**config.mk**
```make
export PLATFORM = sky130hd
export DESIGN_NAME = led_blink_controller
export DESIGN_NICKNAME = d
export VERILOG_FILES = /design/src/design/lbc_pkg.sv /design/src/design/lbc_front.sv /design/src/design/lbc_fifo.sv /design/src/design/lbc_exec.sv /design/src/design/led_blink_controller.sv
export SDC_FILE = /design/constraint.sdc
export NUM_CORES = 1
export LEC_CHECK = 0
export ABC_AREA = 1
export ABC_CLOCK_PERIOD_IN_PS = 6300
export BUFFER_PORTS_ARGS = -buffer_cell sky130_fd_sc_hd__buf_4
export CORE_MARGIN = 4
export CORE_UTILIZATION = 25
export CTS_BUF_LIST = sky130_fd_sc_hd__clkbuf_8
export DETAILED_ROUTE_END_ITERATION = 10
export MAX_ROUTING_LAYER = met4
export PLACE_DENSITY = 0.44
export SYNTH_ARGS = -nofsm -noshare
export SYNTH_HDL_FRONTEND = slang
export SYNTH_SLANG_ARGS = --single-unit
```
**constraint.sdc**
```tcl
create_clock -name clock -period 6.3 [get_ports clock]
set_input_delay 1.89 -clock clock [delete_from_list [all_inputs] [get_ports clock]]
set_output_delay 1.89 -clock clock [all_outputs]
set_load 0.005 [all_outputs]
```
**src/design/lbc_pkg.sv**
```systemverilog
// ----------------------------------------------------------------------------
// lbc_pkg
// Shared types, constants and helpers for the LED blink controller.
// ----------------------------------------------------------------------------
package lbc_pkg;

   localparam int NUM_LEDS  = 8;
   localparam int LED_IDX_W = (NUM_LEDS > 1) ? $clog2(NUM_LEDS) : 1;

   localparam int MASK_W      = 8;
   localparam int PIN_W       = 8;
   localparam int SEL_W       = 3;
   localparam int FREQ_W      = 10;
   localparam int DUTY_W      = 8;
   localparam int DUTY_SAT_W  = 7;
   localparam int COUNT_W     = 32;
   localparam int PHASE_W     = 10;
   localparam int PERIOD_W    = 10;
   localparam int HUND_W      = 4;
   localparam int PROD_W      = HUND_W + DUTY_SAT_W;
   localparam int DIV_STEPS   = PERIOD_W;
   localparam int DIV_CNT_W   = $clog2(DIV_STEPS);
   localparam int DIV100_MUL  = 41;
   localparam int DIV100_SHR  = 12;
   localparam int DIV100_W    = PERIOD_W + 6;

   localparam int MS_PER_SECOND = 1000;
   localparam int PERCENT_FULL  = 100;
   localparam logic [COUNT_W-1:0] FOREVER_COUNT = 32'hffff_ffff;

   localparam int CSR_INDEX_W = 1;
   localparam int CSR_DATA_W  = 8;
   localparam logic [CSR_INDEX_W-1:0] CSR_ENABLED_MASK = 1'd0;
   localparam logic [CSR_INDEX_W-1:0] CSR_ACTIVE_LEVEL = 1'd1;

   localparam logic KIND_TICK = 1'b0;
   localparam logic KIND_MODE = 1'b1;

   localparam int FIFO_DEPTH = 2;
   localparam int FIFO_PTR_W = (FIFO_DEPTH > 1) ? $clog2(FIFO_DEPTH) : 1;
   localparam int FIFO_CNT_W = $clog2(FIFO_DEPTH + 1);

   typedef enum logic [1:0] {
      STATUS_OK,
      STATUS_DISABLED,
      STATUS_ZERO_FREQ,
      STATUS_FREQ_HIGH
   } status_type;

   typedef enum logic [1:0] {
      OP_TICK,
      OP_REJECT,
      OP_SINGLE,
      OP_BLINK
   } op_code_type;

   typedef enum logic [2:0] {
      ST_IDLE,
      ST_WALK,
      ST_DIV,
      ST_SCALE,
      ST_MULT,
      ST_LOAD,
      ST_DONE
   } state_type;

   typedef struct packed {
      op_code_type             op_code;
      logic [SEL_W-1:0]        led_index;
      logic [FREQ_W-1:0]       frequency;
      logic [DUTY_SAT_W-1:0]   duty;
      logic [COUNT_W-1:0]      count;
      status_type              status;
   } op_type;

   // floor(p / 100) for p up to 1000
   function automatic logic [HUND_W-1:0] div100(input logic [PERIOD_W-1:0] p);
      logic [DIV100_W-1:0] prod;
      prod = DIV100_W'(p) * DIV100_W'(DIV100_MUL);
      return prod[DIV100_SHR +: HUND_W];
   endfunction

endpackage

```
**src/design/lbc_front.sv**
```systemverilog
// ----------------------------------------------------------------------------
// lbc_front
// Accepts request transactions, checks commands and classifies them for the
// execution side.
// ----------------------------------------------------------------------------
module lbc_front (
   input  logic                          req_valid,
   output logic                          req_ready,
   input  logic                          req_kind,
   input  logic [lbc_pkg::SEL_W-1:0]     req_led_index,
   input  logic [lbc_pkg::FREQ_W-1:0]    req_frequency,
   input  logic [lbc_pkg::DUTY_W-1:0]    req_duty,
   input  logic [lbc_pkg::COUNT_W-1:0]   req_count,
   input  logic [lbc_pkg::MASK_W-1:0]    enabled_mask,
   output logic                          push_valid,
   input  logic                          push_ready,
   output lbc_pkg::op_type               push_op
);
   import lbc_pkg::*;

   logic                  led_ok;
   logic                  freq_zero;
   logic                  count_zero;
   logic [DUTY_SAT_W-1:0] duty_sat;
   status_type            cmd_status;

   assign req_ready  = push_ready;
   assign push_valid = req_valid;

   assign led_ok     = (32'(req_led_index) < NUM_LEDS) && enabled_mask[req_led_index];
   assign freq_zero  = (req_frequency == '0);
   assign count_zero = (req_count == '0);
   assign duty_sat   = (req_duty > DUTY_W'(PERCENT_FULL)) ? DUTY_SAT_W'(PERCENT_FULL)
                                                         : req_duty[DUTY_SAT_W-1:0];

   always_comb begin
      if (!led_ok) begin
         cmd_status = STATUS_DISABLED;
      end else if (freq_zero && !count_zero) begin
         cmd_status = STATUS_ZERO_FREQ;
      end else if (req_frequency > FREQ_W'(MS_PER_SECOND)) begin
         cmd_status = STATUS_FREQ_HIGH;
      end else begin
         cmd_status = STATUS_OK;
      end
   end

   always_comb begin
      push_op.led_index = req_led_index;
      push_op.frequency = req_frequency;
      push_op.duty      = duty_sat;
      push_op.count     = req_count;
      if (req_kind == KIND_TICK) begin
         push_op.op_code = OP_TICK;
         push_op.status  = STATUS_OK;
      end else if (cmd_status != STATUS_OK) begin
         push_op.op_code = OP_REJECT;
         push_op.status  = cmd_status;
      end else if (count_zero) begin
         push_op.op_code = OP_SINGLE;
         push_op.status  = STATUS_OK;
      end else begin
         push_op.op_code = OP_BLINK;
         push_op.status  = STATUS_OK;
      end
   end

endmodule

```
**src/design/lbc_fifo.sv**
```systemverilog
// ----------------------------------------------------------------------------
// lbc_fifo
// Short queue of classified operations between front and execution side.
// ----------------------------------------------------------------------------
module lbc_fifo (
   input  logic            clock,
   input  logic            reset,
   input  logic            push_valid,
   output logic            push_ready,
   input  lbc_pkg::op_type push_op,
   output logic            pop_valid,
   input  logic            pop_ready,
   output lbc_pkg::op_type pop_op
);
   import lbc_pkg::*;

   op_type                entry_ff [FIFO_DEPTH];
   op_type                entry_in [FIFO_DEPTH];
   logic [FIFO_PTR_W-1:0] wr_ptr_ff, wr_ptr_in;
   logic [FIFO_PTR_W-1:0] rd_ptr_ff, rd_ptr_in;
   logic [FIFO_CNT_W-1:0] count_ff, count_in;
   logic                  do_push;
   logic                  do_pop;

   assign push_ready = (count_ff != FIFO_CNT_W'(FIFO_DEPTH));
   assign pop_valid  = (count_ff != '0);
   assign pop_op     = entry_ff[rd_ptr_ff];
   assign do_push    = push_valid && push_ready;
   assign do_pop     = pop_valid && pop_ready;

   always_comb begin
      entry_in  = entry_ff;
      wr_ptr_in = wr_ptr_ff;
      rd_ptr_in = rd_ptr_ff;
      count_in  = count_ff;
      if (do_push) begin
         entry_in[wr_ptr_ff] = push_op;
         wr_ptr_in = (wr_ptr_ff == FIFO_PTR_W'(FIFO_DEPTH - 1)) ? '0 : wr_ptr_ff + 1'b1;
      end
      if (do_pop) begin
         rd_ptr_in = (rd_ptr_ff == FIFO_PTR_W'(FIFO_DEPTH - 1)) ? '0 : rd_ptr_ff + 1'b1;
      end
      if (do_push && !do_pop) begin
         count_in = count_ff + 1'b1;
      end else if (do_pop && !do_push) begin
         count_in = count_ff - 1'b1;
      end
   end

   always_ff @(posedge clock) begin
      entry_ff <= entry_in;
   end

   always_ff @(posedge clock) begin
      if (reset) begin
         wr_ptr_ff <= '0;
         rd_ptr_ff <= '0;
         count_ff  <= '0;
      end else begin
         wr_ptr_ff <= wr_ptr_in;
         rd_ptr_ff <= rd_ptr_in;
         count_ff  <= count_in;
      end
   end

endmodule

```
**src/design/lbc_exec.sv**
```systemverilog
// ----------------------------------------------------------------------------
// lbc_exec
// Execution side: per-LED blink state, tick walk, period divider, control
// registers and the response register.
// ----------------------------------------------------------------------------
module lbc_exec (
   input  logic                             clock,
   input  logic                             reset,
   input  logic                             op_valid,
   output logic                             op_ready,
   input  lbc_pkg::op_type                  op_data,
   input  logic                             csr_write_en,
   input  logic [lbc_pkg::CSR_INDEX_W-1:0]  csr_index,
   input  logic [lbc_pkg::CSR_DATA_W-1:0]   csr_wdata,
   output logic [lbc_pkg::MASK_W-1:0]       enabled_mask,
   output logic                             rsp_valid,
   input  logic                             rsp_ready,
   output logic [lbc_pkg::PIN_W-1:0]        rsp_pin_levels,
   output lbc_pkg::status_type              rsp_status
);
   import lbc_pkg::*;

   state_type state_ff, state_in;

   op_type                op_ff, op_in;
   logic [LED_IDX_W-1:0]  walk_idx_ff, walk_idx_in;
   logic [FREQ_W:0]       rem_ff, rem_in;
   logic [PERIOD_W-1:0]   quo_ff, quo_in;
   logic [DIV_CNT_W-1:0]  div_cnt_ff, div_cnt_in;
   logic [HUND_W-1:0]     hund_ff, hund_in;
   logic [PHASE_W-1:0]    on_calc_ff, on_calc_in;

   logic [NUM_LEDS-1:0]   lit_ff, lit_in;
   logic [NUM_LEDS-1:0]   running_ff, running_in;
   logic [NUM_LEDS-1:0]   in_on_ff, in_on_in;
   logic [PHASE_W-1:0]    phase_ff [NUM_LEDS];
   logic [PHASE_W-1:0]    phase_in [NUM_LEDS];
   logic [PHASE_W-1:0]    on_time_ff [NUM_LEDS];
   logic [PHASE_W-1:0]    on_time_in [NUM_LEDS];
   logic [PHASE_W-1:0]    off_time_ff [NUM_LEDS];
   logic [PHASE_W-1:0]    off_time_in [NUM_LEDS];
   logic [COUNT_W-1:0]    cycles_ff [NUM_LEDS];
   logic [COUNT_W-1:0]    cycles_in [NUM_LEDS];

   logic [MASK_W-1:0]     enabled_ff, enabled_in;
   logic [MASK_W-1:0]     active_ff, active_in;

   logic                  rsp_valid_ff, rsp_valid_in;
   logic [PIN_W-1:0]      rsp_pins_ff, rsp_pins_in;
   status_type            rsp_status_ff, rsp_status_in;

   // control strobes from the sequencer
   logic pop_ok, pop, walk_step, div_step, scale_en, mult_en, load_en, done_en;
   logic walk_last, div_last;

   // selected LED
   logic [LED_IDX_W-1:0]  cur_idx;
   logic                  cur_lit, cur_run, cur_in_on;
   logic [PHASE_W-1:0]    cur_phase, cur_on, cur_off;
   logic [COUNT_W-1:0]    cur_cycles;
   logic [PHASE_W-1:0]    ph_dec;
   logic [COUNT_W-1:0]    cyc_dec;
   logic                  nxt_lit, nxt_run, nxt_in_on;
   logic [PHASE_W-1:0]    nxt_phase, nxt_on, nxt_off;
   logic [COUNT_W-1:0]    nxt_cycles;
   logic                  wr_en;

   logic [FREQ_W:0]       rem_shift;
   logic                  rem_ge;
   logic [PROD_W-1:0]     on_prod;
   logic [PHASE_W-1:0]    blink_off;

   logic [NUM_LEDS+MASK_W-1:0] en_old_pad, en_new_pad;
   logic [NUM_LEDS-1:0]        en_old, en_new, stop_mask;
   logic                       en_write;
   logic [NUM_LEDS+PIN_W-1:0]  lit_pad, led_pad;
   logic [PIN_W-1:0]           pins_now;

   assign pop_ok    = op_valid && (!rsp_valid_ff || rsp_ready);
   assign walk_last = (walk_idx_ff == LED_IDX_W'(NUM_LEDS - 1));
   assign div_last  = (div_cnt_ff == DIV_CNT_W'(DIV_STEPS - 1));

   // ---------------- sequencer ----------------
   always_comb begin
      state_in = state_ff;
      unique case (state_ff)
         ST_IDLE: begin
            if (pop_ok) begin
               unique case (op_data.op_code)
                  OP_TICK:   state_in = ST_WALK;
                  OP_REJECT: state_in = ST_DONE;
                  OP_SINGLE: state_in = ST_LOAD;
                  OP_BLINK:  state_in = ST_DIV;
                  default:   state_in = ST_DONE;
               endcase
            end
         end
         ST_WALK:  if (walk_last) state_in = ST_DONE;
         ST_DIV:   if (div_last) state_in = ST_SCALE;
         ST_SCALE: state_in = ST_MULT;
         ST_MULT:  state_in = ST_LOAD;
         ST_LOAD:  state_in = ST_DONE;
         ST_DONE:  state_in = ST_IDLE;
         default:  state_in = ST_IDLE;
      endcase
   end

   always_comb begin
      pop       = 1'b0;
      walk_step = 1'b0;
      div_step  = 1'b0;
      scale_en  = 1'b0;
      mult_en   = 1'b0;
      load_en   = 1'b0;
      done_en   = 1'b0;
      unique case (state_ff)
         ST_IDLE:  pop       = pop_ok;
         ST_WALK:  walk_step = 1'b1;
         ST_DIV:   div_step  = 1'b1;
         ST_SCALE: scale_en  = 1'b1;
         ST_MULT:  mult_en   = 1'b1;
         ST_LOAD:  load_en   = 1'b1;
         ST_DONE:  done_en   = 1'b1;
         default:  pop       = 1'b0;
      endcase
   end

   assign op_ready = pop;

   // ---------------- period divider and on-time scaling ----------------
   assign rem_shift = {rem_ff[FREQ_W-1:0], quo_ff[PERIOD_W-1]};
   assign rem_ge    = (rem_shift >= {1'b0, op_ff.frequency});
   assign on_prod   = PROD_W'(hund_ff) * PROD_W'(op_ff.duty);
   assign blink_off = quo_ff - on_calc_ff;

   always_comb begin
      op_in       = op_ff;
      walk_idx_in = walk_idx_ff;
      rem_in      = rem_ff;
      quo_in      = quo_ff;
      div_cnt_in  = div_cnt_ff;
      hund_in     = hund_ff;
      on_calc_in  = on_calc_ff;
      if (pop) begin
         op_in       = op_data;
         walk_idx_in = '0;
         rem_in      = '0;
         quo_in      = PERIOD_W'(MS_PER_SECOND);
         div_cnt_in  = '0;
      end
      if (walk_step) begin
         walk_idx_in = walk_idx_ff + 1'b1;
      end
      if (div_step) begin
         rem_in     = rem_ge ? (rem_shift - {1'b0, op_ff.frequency}) : rem_shift;
         quo_in     = {quo_ff[PERIOD_W-2:0], rem_ge};
         div_cnt_in = div_cnt_ff + 1'b1;
      end
      if (scale_en) begin
         hund_in = div100(quo_ff);
      end
      if (mult_en) begin
         on_calc_in = on_prod[PHASE_W-1:0];
      end
   end

   // ---------------- per-LED update ----------------
   assign cur_idx    = walk_step ? walk_idx_ff : LED_IDX_W'(op_ff.led_index);
   assign cur_lit    = lit_ff[cur_idx];
   assign cur_run    = running_ff[cur_idx];
   assign cur_in_on  = in_on_ff[cur_idx];
   assign cur_phase  = phase_ff[cur_idx];
   assign cur_on     = on_time_ff[cur_idx];
   assign cur_off    = off_time_ff[cur_idx];
   assign cur_cycles = cycles_ff[cur_idx];

   assign ph_dec  = cur_phase - PHASE_W'(cur_phase != '0);
   assign cyc_dec = (cur_cycles == FOREVER_COUNT) ? cur_cycles
                                                  : cur_cycles - COUNT_W'(cur_cycles != '0);
   assign wr_en   = walk_step || load_en;

   always_comb begin
      nxt_lit    = cur_lit;
      nxt_run    = cur_run;
      nxt_in_on  = cur_in_on;
      nxt_phase  = cur_phase;
      nxt_on     = cur_on;
      nxt_off    = cur_off;
      nxt_cycles = cur_cycles;
      if (walk_step) begin
         if (cur_run) begin
            if (ph_dec != '0) begin
               nxt_phase = ph_dec;
            end else if (cur_in_on && (cur_off != '0)) begin
               nxt_lit   = 1'b0;
               nxt_in_on = 1'b0;
               nxt_phase = cur_off;
            end else begin
               // end of a cycle
               nxt_cycles = cyc_dec;
               if (cyc_dec == '0) begin
                  nxt_run   = 1'b0;
                  nxt_in_on = 1'b0;
                  nxt_lit   = 1'b0;
                  nxt_phase = '0;
               end else if (cur_on != '0) begin
                  nxt_lit   = 1'b1;
                  nxt_in_on = 1'b1;
                  nxt_phase = cur_on;
               end else begin
                  nxt_lit   = 1'b0;
                  nxt_in_on = 1'b0;
                  nxt_phase = cur_off;
               end
            end
         end
      end else if (load_en) begin
         nxt_run   = 1'b0;
         nxt_in_on = 1'b0;
         nxt_phase = '0;
         if (op_ff.op_code == OP_SINGLE) begin
            nxt_lit = (op_ff.frequency == '0) ? !cur_lit : (op_ff.duty != '0);
         end else begin
            nxt_on     = on_calc_ff;
            nxt_off    = blink_off;
            nxt_cycles = op_ff.count;
            nxt_run    = 1'b1;
            if (on_calc_ff != '0) begin
               nxt_lit   = 1'b1;
               nxt_in_on = 1'b1;
               nxt_phase = on_calc_ff;
            end else begin
               nxt_lit   = 1'b0;
               nxt_in_on = 1'b0;
               nxt_phase = blink_off;
            end
         end
      end
   end

   // ---------------- enable changes ----------------
   assign en_write   = csr_write_en && (csr_index == CSR_ENABLED_MASK);
   assign en_old_pad = {{NUM_LEDS{1'b0}}, enabled_ff};
   assign en_new_pad = {{NUM_LEDS{1'b0}}, csr_wdata};
   assign en_old     = en_old_pad[NUM_LEDS-1:0];
   assign en_new     = en_new_pad[NUM_LEDS-1:0];
   assign stop_mask  = (~en_old & en_new) | (en_old & ~en_new & running_ff);

   always_comb begin
      lit_in      = lit_ff;
      running_in  = running_ff;
      in_on_in    = in_on_ff;
      phase_in    = phase_ff;
      on_time_in  = on_time_ff;
      off_time_in = off_time_ff;
      cycles_in   = cycles_ff;
      if (wr_en) begin
         lit_in[cur_idx]      = nxt_lit;
         running_in[cur_idx]  = nxt_run;
         in_on_in[cur_idx]    = nxt_in_on;
         phase_in[cur_idx]    = nxt_phase;
         on_time_in[cur_idx]  = nxt_on;
         off_time_in[cur_idx] = nxt_off;
         cycles_in[cur_idx]   = nxt_cycles;
      end
      if (en_write) begin
         lit_in     = lit_in & ~stop_mask;
         running_in = running_in & ~stop_mask;
         in_on_in   = in_on_in & ~stop_mask;
      end
   end

   always_comb begin
      enabled_in = enabled_ff;
      active_in  = active_ff;
      if (csr_write_en) begin
         unique case (csr_index)
            CSR_ENABLED_MASK: enabled_in = csr_wdata;
            CSR_ACTIVE_LEVEL: active_in  = csr_wdata;
            default:          enabled_in = enabled_ff;
         endcase
      end
   end

   assign enabled_mask = enabled_ff;

   // ---------------- response register ----------------
   assign lit_pad  = {{PIN_W{1'b0}}, lit_ff};
   assign led_pad  = {{PIN_W{1'b0}}, {NUM_LEDS{1'b1}}};
   assign pins_now = ~(lit_pad[PIN_W-1:0] ^ active_ff) & led_pad[PIN_W-1:0];

   always_comb begin
      rsp_valid_in  = rsp_valid_ff;
      rsp_pins_in   = rsp_pins_ff;
      rsp_status_in = rsp_status_ff;
      if (done_en) begin
         rsp_valid_in  = 1'b1;
         rsp_pins_in   = pins_now;
         rsp_status_in = op_ff.status;
      end else if (rsp_ready) begin
         rsp_valid_in  = 1'b0;
      end
   end

   assign rsp_valid      = rsp_valid_ff;
   assign rsp_pin_levels = rsp_pins_ff;
   assign rsp_status     = rsp_status_ff;

   // ---------------- registers ----------------
   always_ff @(posedge clock) begin
      if (reset) begin
         state_ff     <= ST_IDLE;
         lit_ff       <= '0;
         running_ff   <= '0;
         in_on_ff     <= '0;
         enabled_ff   <= '0;
         active_ff    <= '1;
         rsp_valid_ff <= 1'b0;
      end else begin
         state_ff     <= state_in;
         lit_ff       <= lit_in;
         running_ff   <= running_in;
         in_on_ff     <= in_on_in;
         enabled_ff   <= enabled_in;
         active_ff    <= active_in;
         rsp_valid_ff <= rsp_valid_in;
      end
   end

   always_ff @(posedge clock) begin
      op_ff         <= op_in;
      walk_idx_ff   <= walk_idx_in;
      rem_ff        <= rem_in;
      quo_ff        <= quo_in;
      div_cnt_ff    <= div_cnt_in;
      hund_ff       <= hund_in;
      on_calc_ff    <= on_calc_in;
      phase_ff      <= phase_in;
      on_time_ff    <= on_time_in;
      off_time_ff   <= off_time_in;
      cycles_ff     <= cycles_in;
      rsp_pins_ff   <= rsp_pins_in;
      rsp_status_ff <= rsp_status_in;
   end

endmodule

```
**src/design/led_blink_controller.sv**
```systemverilog
// ----------------------------------------------------------------------------
// led_blink_controller
// Multi-LED blink controller driven by tick and mode command transactions.
//
// Request channel (req_*): one transaction per item, either a 1 ms tick
// (req_kind 0) or a mode command for one LED (req_kind 1). Every request
// produces exactly one response transaction (rsp_*) carrying the pin levels
// of all LEDs after the item and a status code.
// Control registers are written through csr_write_en/csr_index/csr_wdata:
// index 0 is the enable mask, index 1 the active level mask. Write them
// only while no transaction is in flight.
// From request accept to rsp_valid: a tick walks the LEDs (one LED updated
// per cycle); a blink command runs the one-bit-per-cycle period divider,
// then scaling, multiply and load; a single-action command loads directly
// and a rejected command goes straight to the response. The execution side
// takes a new item only once it is idle and the response register is free.
// A two-entry queue lets requests be accepted while a response waits; if the
// receiver stalls, the queue fills and req_ready drops.
// Reset clears all LEDs to dark and idle, the enable mask to zero and the
// active level mask to all ones.
// ----------------------------------------------------------------------------
module led_blink_controller (
   input  logic                             clock,
   input  logic                             reset,
   input  logic                             req_valid,
   output logic                             req_ready,
   input  logic                             req_kind,
   input  logic [lbc_pkg::SEL_W-1:0]        req_led_index,
   input  logic [lbc_pkg::FREQ_W-1:0]       req_frequency,
   input  logic [lbc_pkg::DUTY_W-1:0]       req_duty,
   input  logic [lbc_pkg::COUNT_W-1:0]      req_count,
   output logic                             rsp_valid,
   input  logic                             rsp_ready,
   output logic [lbc_pkg::PIN_W-1:0]        rsp_pin_levels,
   output logic [1:0]                       rsp_status,
   input  logic                             csr_write_en,
   input  logic [lbc_pkg::CSR_INDEX_W-1:0]  csr_index,
   input  logic [lbc_pkg::CSR_DATA_W-1:0]   csr_wdata
);
   import lbc_pkg::*;

   logic              push_valid;
   logic              push_ready;
   op_type            push_op;
   logic              pop_valid;
   logic              pop_ready;
   op_type            pop_op;
   logic [MASK_W-1:0] enabled_mask;
   status_type        status;

   lbc_front u_front (
      .req_valid     (req_valid),
      .req_ready     (req_ready),
      .req_kind      (req_kind),
      .req_led_index (req_led_index),
      .req_frequency (req_frequency),
      .req_duty      (req_duty),
      .req_count     (req_count),
      .enabled_mask  (enabled_mask),
      .push_valid    (push_valid),
      .push_ready    (push_ready),
      .push_op       (push_op)
   );

   lbc_fifo u_fifo (
      .clock      (clock),
      .reset      (reset),
      .push_valid (push_valid),
      .push_ready (push_ready),
      .push_op    (push_op),
      .pop_valid  (pop_valid),
      .pop_ready  (pop_ready),
      .pop_op     (pop_op)
   );

   lbc_exec u_exec (
      .clock          (clock),
      .reset          (reset),
      .op_valid       (pop_valid),
      .op_ready       (pop_ready),
      .op_data        (pop_op),
      .csr_write_en   (csr_write_en),
      .csr_index      (csr_index),
      .csr_wdata      (csr_wdata),
      .enabled_mask   (enabled_mask),
      .rsp_valid      (rsp_valid),
      .rsp_ready      (rsp_ready),
      .rsp_pin_levels (rsp_pin_levels),
      .rsp_status     (status)
   );

   assign rsp_status = status;

endmodule

```
# Word-level counts from Yosys, hierarchy flattened
# Cells that the tools add are included.
word_totals:
  regBits: 763
  out_inout_bits: 12
  wordCells: 290
  input_bits: 68
classes:
  n_reduce_logical: 40
  addsub: 10
  multipliers: 2
  eq_ne: 17
  muxes: 126
  n_lt_le_gt_ge: 11
  bitwise: 16
ops:
  columns: ["cell", "n"]
  rows:
  - ["$mux W32", 10]
  - ["$mux W10", 27]
  - ["$bwmux W256", 1]
  - ["$bwmux W80", 3]
  - ["$mux W56", 4]
  - ["$bwmux W112", 1]
  - ["$bmux W32 S3", 1]
  - ["$demux W32 S3", 1]
  - ["$bmux W10 S3", 3]
  - ["$logic_not A32 Y1", 2]
  - ["$demux W56 S1", 1]
  - ["$reduce_bool A10 Y1", 5]
  - ["$and A8 B8 Y8", 6]
  - ["$mux W8", 6]
  - ["$mux W1", 39]
  - ["$eq A32 B32 Y1 const B", 1]
  - ["$not A8 Y8", 4]
  - ["$reduce_bool A32 Y1", 1]
  - ["$sub A32 B1 Y32", 1]
  - ["$demux W10 S3", 1]
  - ["$bwmux W8", 3]
  - ["$logic_not A10 Y1", 2]
  - ["$sub A10 B10 Y10", 2]
  - ["$mux W2", 9]
  - ["other kinds (46)", 88]

# Longest topological paths before layout
logic_depth:
  depth_word: 20
  depth_mapped: 39
  ltp_nobuf: 35

# Hierarchy
# Synthesis repeated with hierarchy kept, for this count alone.
unflattened:
  hier_cells: 3735
  hier_area_um2: 36851.6
modules_own_cells:
  columns: ["module", "cells_per_inst", "area_each_um2", "instances"]
  rows:
  - ["lbc_exec", 3270, 31826.8, 1]
  - ["lbc_fifo", 327, 4279.1, 1]
  - ["lbc_front", 138, 745.7, 1]

# Worst setup path before layout
# Ideal clock, no wire load.
synth_path:
  kind: "input-to-reg"
  start: "input rsp_ready"
  end: "register u_exec.div_cnt_ff[0], enable pin"
  t_arrival_ns: 5.598
  n_path_buf: 0
  setup_time_ns: 0.381
  required_ns: 5.919
  setup_slack_ns: 0.321
  path_stages: 6
  cell_sequence: "nor2_1 > a21oi_1 > inv_1 > nor2_1 > inv_1 > nand2_1"
synth_via:
  elab_chain_len: 4
synth_rtl:
  columns: ["element", "line", "rtl"]
  rows:
  - ["start: declaration", "led_blink_controller.sv:33", "input logic rsp_ready,"]
  - ["$logic_or A1 B1 Y1", "lbc_exec.sv:79", "assign pop_ok = op_valid && (!rsp_valid_ff || rsp_ready);"]
  - ["$logic_and A1 B1 Y1", "lbc_exec.sv:79", null]
  - ["$mux W1", "lbc_exec.sv:116", "unique case (state_ff)"]
  - ["net pop_ready", "led_blink_controller.sv:46", "logic pop_ready;"]
  - ["$reduce_bool A2 Y1 (no line)", null, null]
  - ["end signal: assignment", "lbc_exec.sv:335", "div_cnt_ff <= div_cnt_in;"]
  - ["end: declaration", "lbc_exec.sv:29", "logic [DIV_CNT_W-1:0] div_cnt_ff, div_cnt_in;"]
# The timed path passes the listed nets, and every way through them passes these cells.
# A chain may end at the register's enable or synchronous reset.

# Worst setup path after layout
layout_path:
  start: "register u_exec.state_ff[2]"
  end: "register u_exec.phase_ff[76] in the netlist's numbering, data pin"
layout_via:
  elab_chain_len: 17
layout_rtl:
  columns: ["element", "line", "rtl"]
  rows:
  - ["start: declaration", "lbc_exec.sv:23", "state_type state_ff, state_in;"]
  - ["start signal: assignment", "lbc_exec.sv:320", "state_ff <= state_in;"]
  - ["$eq A3 B1 Y1", "lbc_exec.sv:116", null]
  - ["$mux W1", "lbc_exec.sv:116", null]
  - ["$mux W3", "lbc_exec.sv:168", "assign cur_idx = walk_step ? walk_idx_ff : LED_IDX_W'(op_ff.led_index);"]
  - ["$not A3 Y4 (implied by the code)", null, null]
  - ["$bmux W32 S3", "lbc_exec.sv:175", "assign cur_cycles = cycles_ff[cur_idx];"]
  - ["$mux W32 (implied by the code) (2 in series)", "lbc_exec.sv:175", null]
  - ["$reduce_bool A32 Y1", "lbc_exec.sv:179", ": cur_cycles - COUNT_W'(cur_cycles != '0);"]
  - ["$sub A32 B1 Y32", "lbc_exec.sv:179", null]
  - ["$mux W32", "lbc_exec.sv:178", "assign cyc_dec = (cur_cycles == FOREVER_COUNT) ? cur_cycles"]
  - ["$logic_not A32 Y1", "lbc_exec.sv:201", "if (cyc_dec == '0) begin"]
  - ["$mux W10", "lbc_exec.sv:201", null]
  - ["$mux W10", "lbc_exec.sv:194", "end else if (cur_in_on && (cur_off != '0)) begin"]
  - ["$mux W10", "lbc_exec.sv:192", "if (ph_dec != '0) begin"]
  - ["$mux W10", "lbc_exec.sv:191", "if (cur_run) begin"]
  - ["$mux W10 *", "lbc_exec.sv:190", "if (walk_step) begin"]
  - ["net u_exec.nxt_phase[6]", "lbc_exec.sv:64", "logic [PHASE_W-1:0] nxt_phase, nxt_on, nxt_off;"]
  - ["$bwmux W80 *", "lbc_exec.sv:261", "phase_in[cur_idx] = nxt_phase;"]
  - ["end signal: assignment", "lbc_exec.sv:338", "phase_ff <= phase_in;"]
  - ["end: declaration", "lbc_exec.sv:36", "logic [PHASE_W-1:0] phase_ff [NUM_LEDS];"]
# Mark *: on every way through the listed nets, which the timed path passes. The rest lies on a longest branch. The select of a mux whose other input is x is not followed.

==> results.cfg <==
[worst_setup_path]
r2r_slack_ns = 0.50
path_delay_family = simple AND/OR/NAND/NOR gates
slowest_stage = nor2_4
critical_path_class = flip-flop to flip-flop
critPathMaxFanout = 22
critPathMostFrequentCell = nand2_1
ff2ff_path_depth = 31
slowest_delay_ns = 0.40
crit_path_start_kind = flip-flop
r2r-start = u_exec.state_ff[2]
cp_num_buf_inv = 5
critPathCaptureType = flip-flop
worstPathArrival_ns = 6.29
crit_required_ns = 6.79
rr_endpoint = u_exec.phase_ff[76]
cp_num_cells = 31

[routing]
firstDrtPassIters = 5
drt_wl_total_um = 110000
vias = 26300
ant_nets = 0
drc_errors = 0
drtIter0Drc = 1760
routedWlPerCell_um = 18.7
routed_via_density = 4.44

[global_route]
grt_pass1_wl_um = 165000
grt_overflow = 0
grt_max_degree = 92
grt_use_total_pct = 14.7
grt_pass1_vias = 25700
antenna_found_initial = 2

[synth]
avgSynthCellArea_um2 = 9.88
synth_edf_count = 715
synth.largest_area_cell = edfxtp_1
async_reset_ff_share_pct = 0
ys_seq_elements = 763
yosysSeqAreaShare_pct = 61.0
yosysWarnings = 0
netlist_area_mm2 = 0.0368
syn-instance-count = 3722
synth_nets = 3880
ys.flop_type = edfxtp_1
synthDistinctLibCells = 57
yosysTopAreaCellShare_pct = 58.4
synth.area.top_cells = edfxtp_1 58%, nand2_1 11%, inv_1 4.2%

[clock_network]
clkLatencyLatePin_ns = 0.83
htreeDepth = 4
cts-root-buf = clkbuf_8
clkTransAtPathRegs_ns = 0.06
cts_tree = yes
cts_sinks = 763
post-cts-setup-buffer-count = 0
numCtsBuffers = 133
cts_buffer_depth = 3

[floorplan]
core_mm2 = 0.146
die-area_mm2 = 0.153
dieHeight_um = 392
std_cell_rows = 140
ioPinCount = 80
die_w_um = 392
start_util_pct = 25.2

[finish]
areaGrowthSynthToFinish_pct = 14.9
mostFrequentLayoutCell = nand2_1
layout_common_cells = 1,044 x nand2_1, 715 x edfxtp_1, 450 x inv_1
layout-drive-gt1-share_pct = 11.9
fillCellCount = 15300
layout.nets = 4058

[timing]
report.final.slew_viol_count = 0
tightest_slew_ns = 1.35
slew_headroom_pct = 8.85
finalWorstSetupSlack_ns = 0.501
clock.fmax_mhz = 172
setup_viol = 0
fin_crit_sh_pct = 92.0
final.min_clock_period_ns = 5.80
hold_viol = 0
skew_ns = 0.0379

[min_path]
min_from = u_exec.op_ff[1]
holdPathStages = 0
hold_end = u_exec.rsp_status[1]
hp-class = flip-flop to flip-flop

[placed_design]
post-place-ws_ns = 0.336
globalplace.congestion = 0.907
port_buffers = 79
dp_hpwl_um = 73100

[run]
maxCapViolCount = 0

[outcome]
status = finished clean
flip-flops by register name, indices dropped and copies added, names as in the netlist, 3 cells and up:
name	flops
u_exec.hund_ff	4
u_exec.on_time_ff	80
u_exec.rsp_pin_levels	8
u_exec.cycles_ff	256
u_exec.state_ff	3
u_exec.active_ff	8
u_exec.off_time_ff	80
u_exec.lit_ff	8
u_exec.quo_ff	10
u_exec.rem_ff	10
u_exec.on_calc_ff	10
u_exec.phase_ff	80
u_exec.enabled_mask	8
u_exec.div_cnt_ff	4
u_exec.op_ff	56
u_exec.in_on_ff	8
u_exec.walk_idx_ff	3
u_exec.running_ff	8
u_fifo.entry_ff	112
metal layers:
metal	share of wire [%]	global-route usage (%)
met2	47	23.3
met5	0	-
met3	4.5	2.23
met4	2.6	4.85
met1	46	19.3
kinds of logic (layout without fill, tap and decap cells):
family          after synthesis  after routing  synth area share, %
fa+ha+maj                    90             90                 3.39
simple gates               1848           1848                 21.7
compound gates              402            402                 6.19
flops                       763            763                 61.0
mux                           1              1               0.0306
xor+xnor                     43             43                 1.04
buf+inv                     575            848                 6.61
other cells                   0              1                    0
final cells by class:
class,count,area [µm²],area share (%)
well taps,1917,2400,5.68
repair buffers,181,1420,3.36
flip-flops and latches,763,22400,53.1
inverters,437,1660,3.93
clock buffers,137,1890,4.46
multi-input cells,2384,12000,28.4
diodes,1,2.50,0.00592
clock inverters,93,440,1.04
through the flow:
step           std cells  area (µm²)  hold slack (ns)  TNS, ns  utilization [%]
2_1_floorplan       3722       36800            0.400        0                -
3_3_place_gp        5681       39900            0.408        0             27.3
3_5_place_dp        5681       39900            0.414        0             27.3
4_1_cts             5911       42200            0.424        0             28.9
5_1_grt             5913       42300            0.440  -0.0113             29.0
6_report            5913       42300            0.422        0             29.0
synthesized netlist by cell type (3+ instances only):
library cell	instances
nor2_2	33
edfxtp_1	715
o211ai_1	17
a22oi_1	30
buf_1	10
nor2_1	337
fa_1	16
or2_2	17
nand4_1	24
o221ai_1	3
nand2_2	10
a31oi_1	4
o22ai_1	14
nor3_1	20
clkbuf_1	54
nor4_2	3
nand3_1	247
buf_6	22
inv_1	411
xnor2_1	15
o21ai_1	18
o21bai_1	5
o221a_2	6
ha_1	74
o32ai_1	4
inv_2	19
nand2_1	1045
nand3b_1	71
nor2_4	12
a21oi_1	109
nand3_2	3
xor2_1	27
nor4_1	14
dfxtp_1	48
clkinv_1	7
a211oi_1	4
buf_2	38
buf_4	13
nand2_4	3
o21ai_0	179
how the worst max path moves through the flow:
stage                                   from              endpoint  slack (ns)
after global placement    u_exec.state_ff[2]   u_exec.phase_ff[36]        0.47
final                     u_exec.state_ff[2]   u_exec.phase_ff[76]        0.50
after global routing      u_exec.state_ff[2]    u_exec.phase_ff[4]      -0.004
after CTS                 u_exec.state_ff[2]   u_exec.phase_ff[16]        0.31
after detailed placement  u_exec.state_ff[2]    u_exec.phase_ff[6]        0.34
after floorplan                    rsp_ready  u_exec.div_cnt_ff[0]        0.32
timing repair:
action | in CTS | in global routing
hold buffers | 0 | 0
endpoints found under the setup margin | 0 | 96
resized for setup | 0 | 4
Power is left out: the tool's default activity adds up to more than one toggle a clock period on the data nets, which glitch-free logic cannot reach.
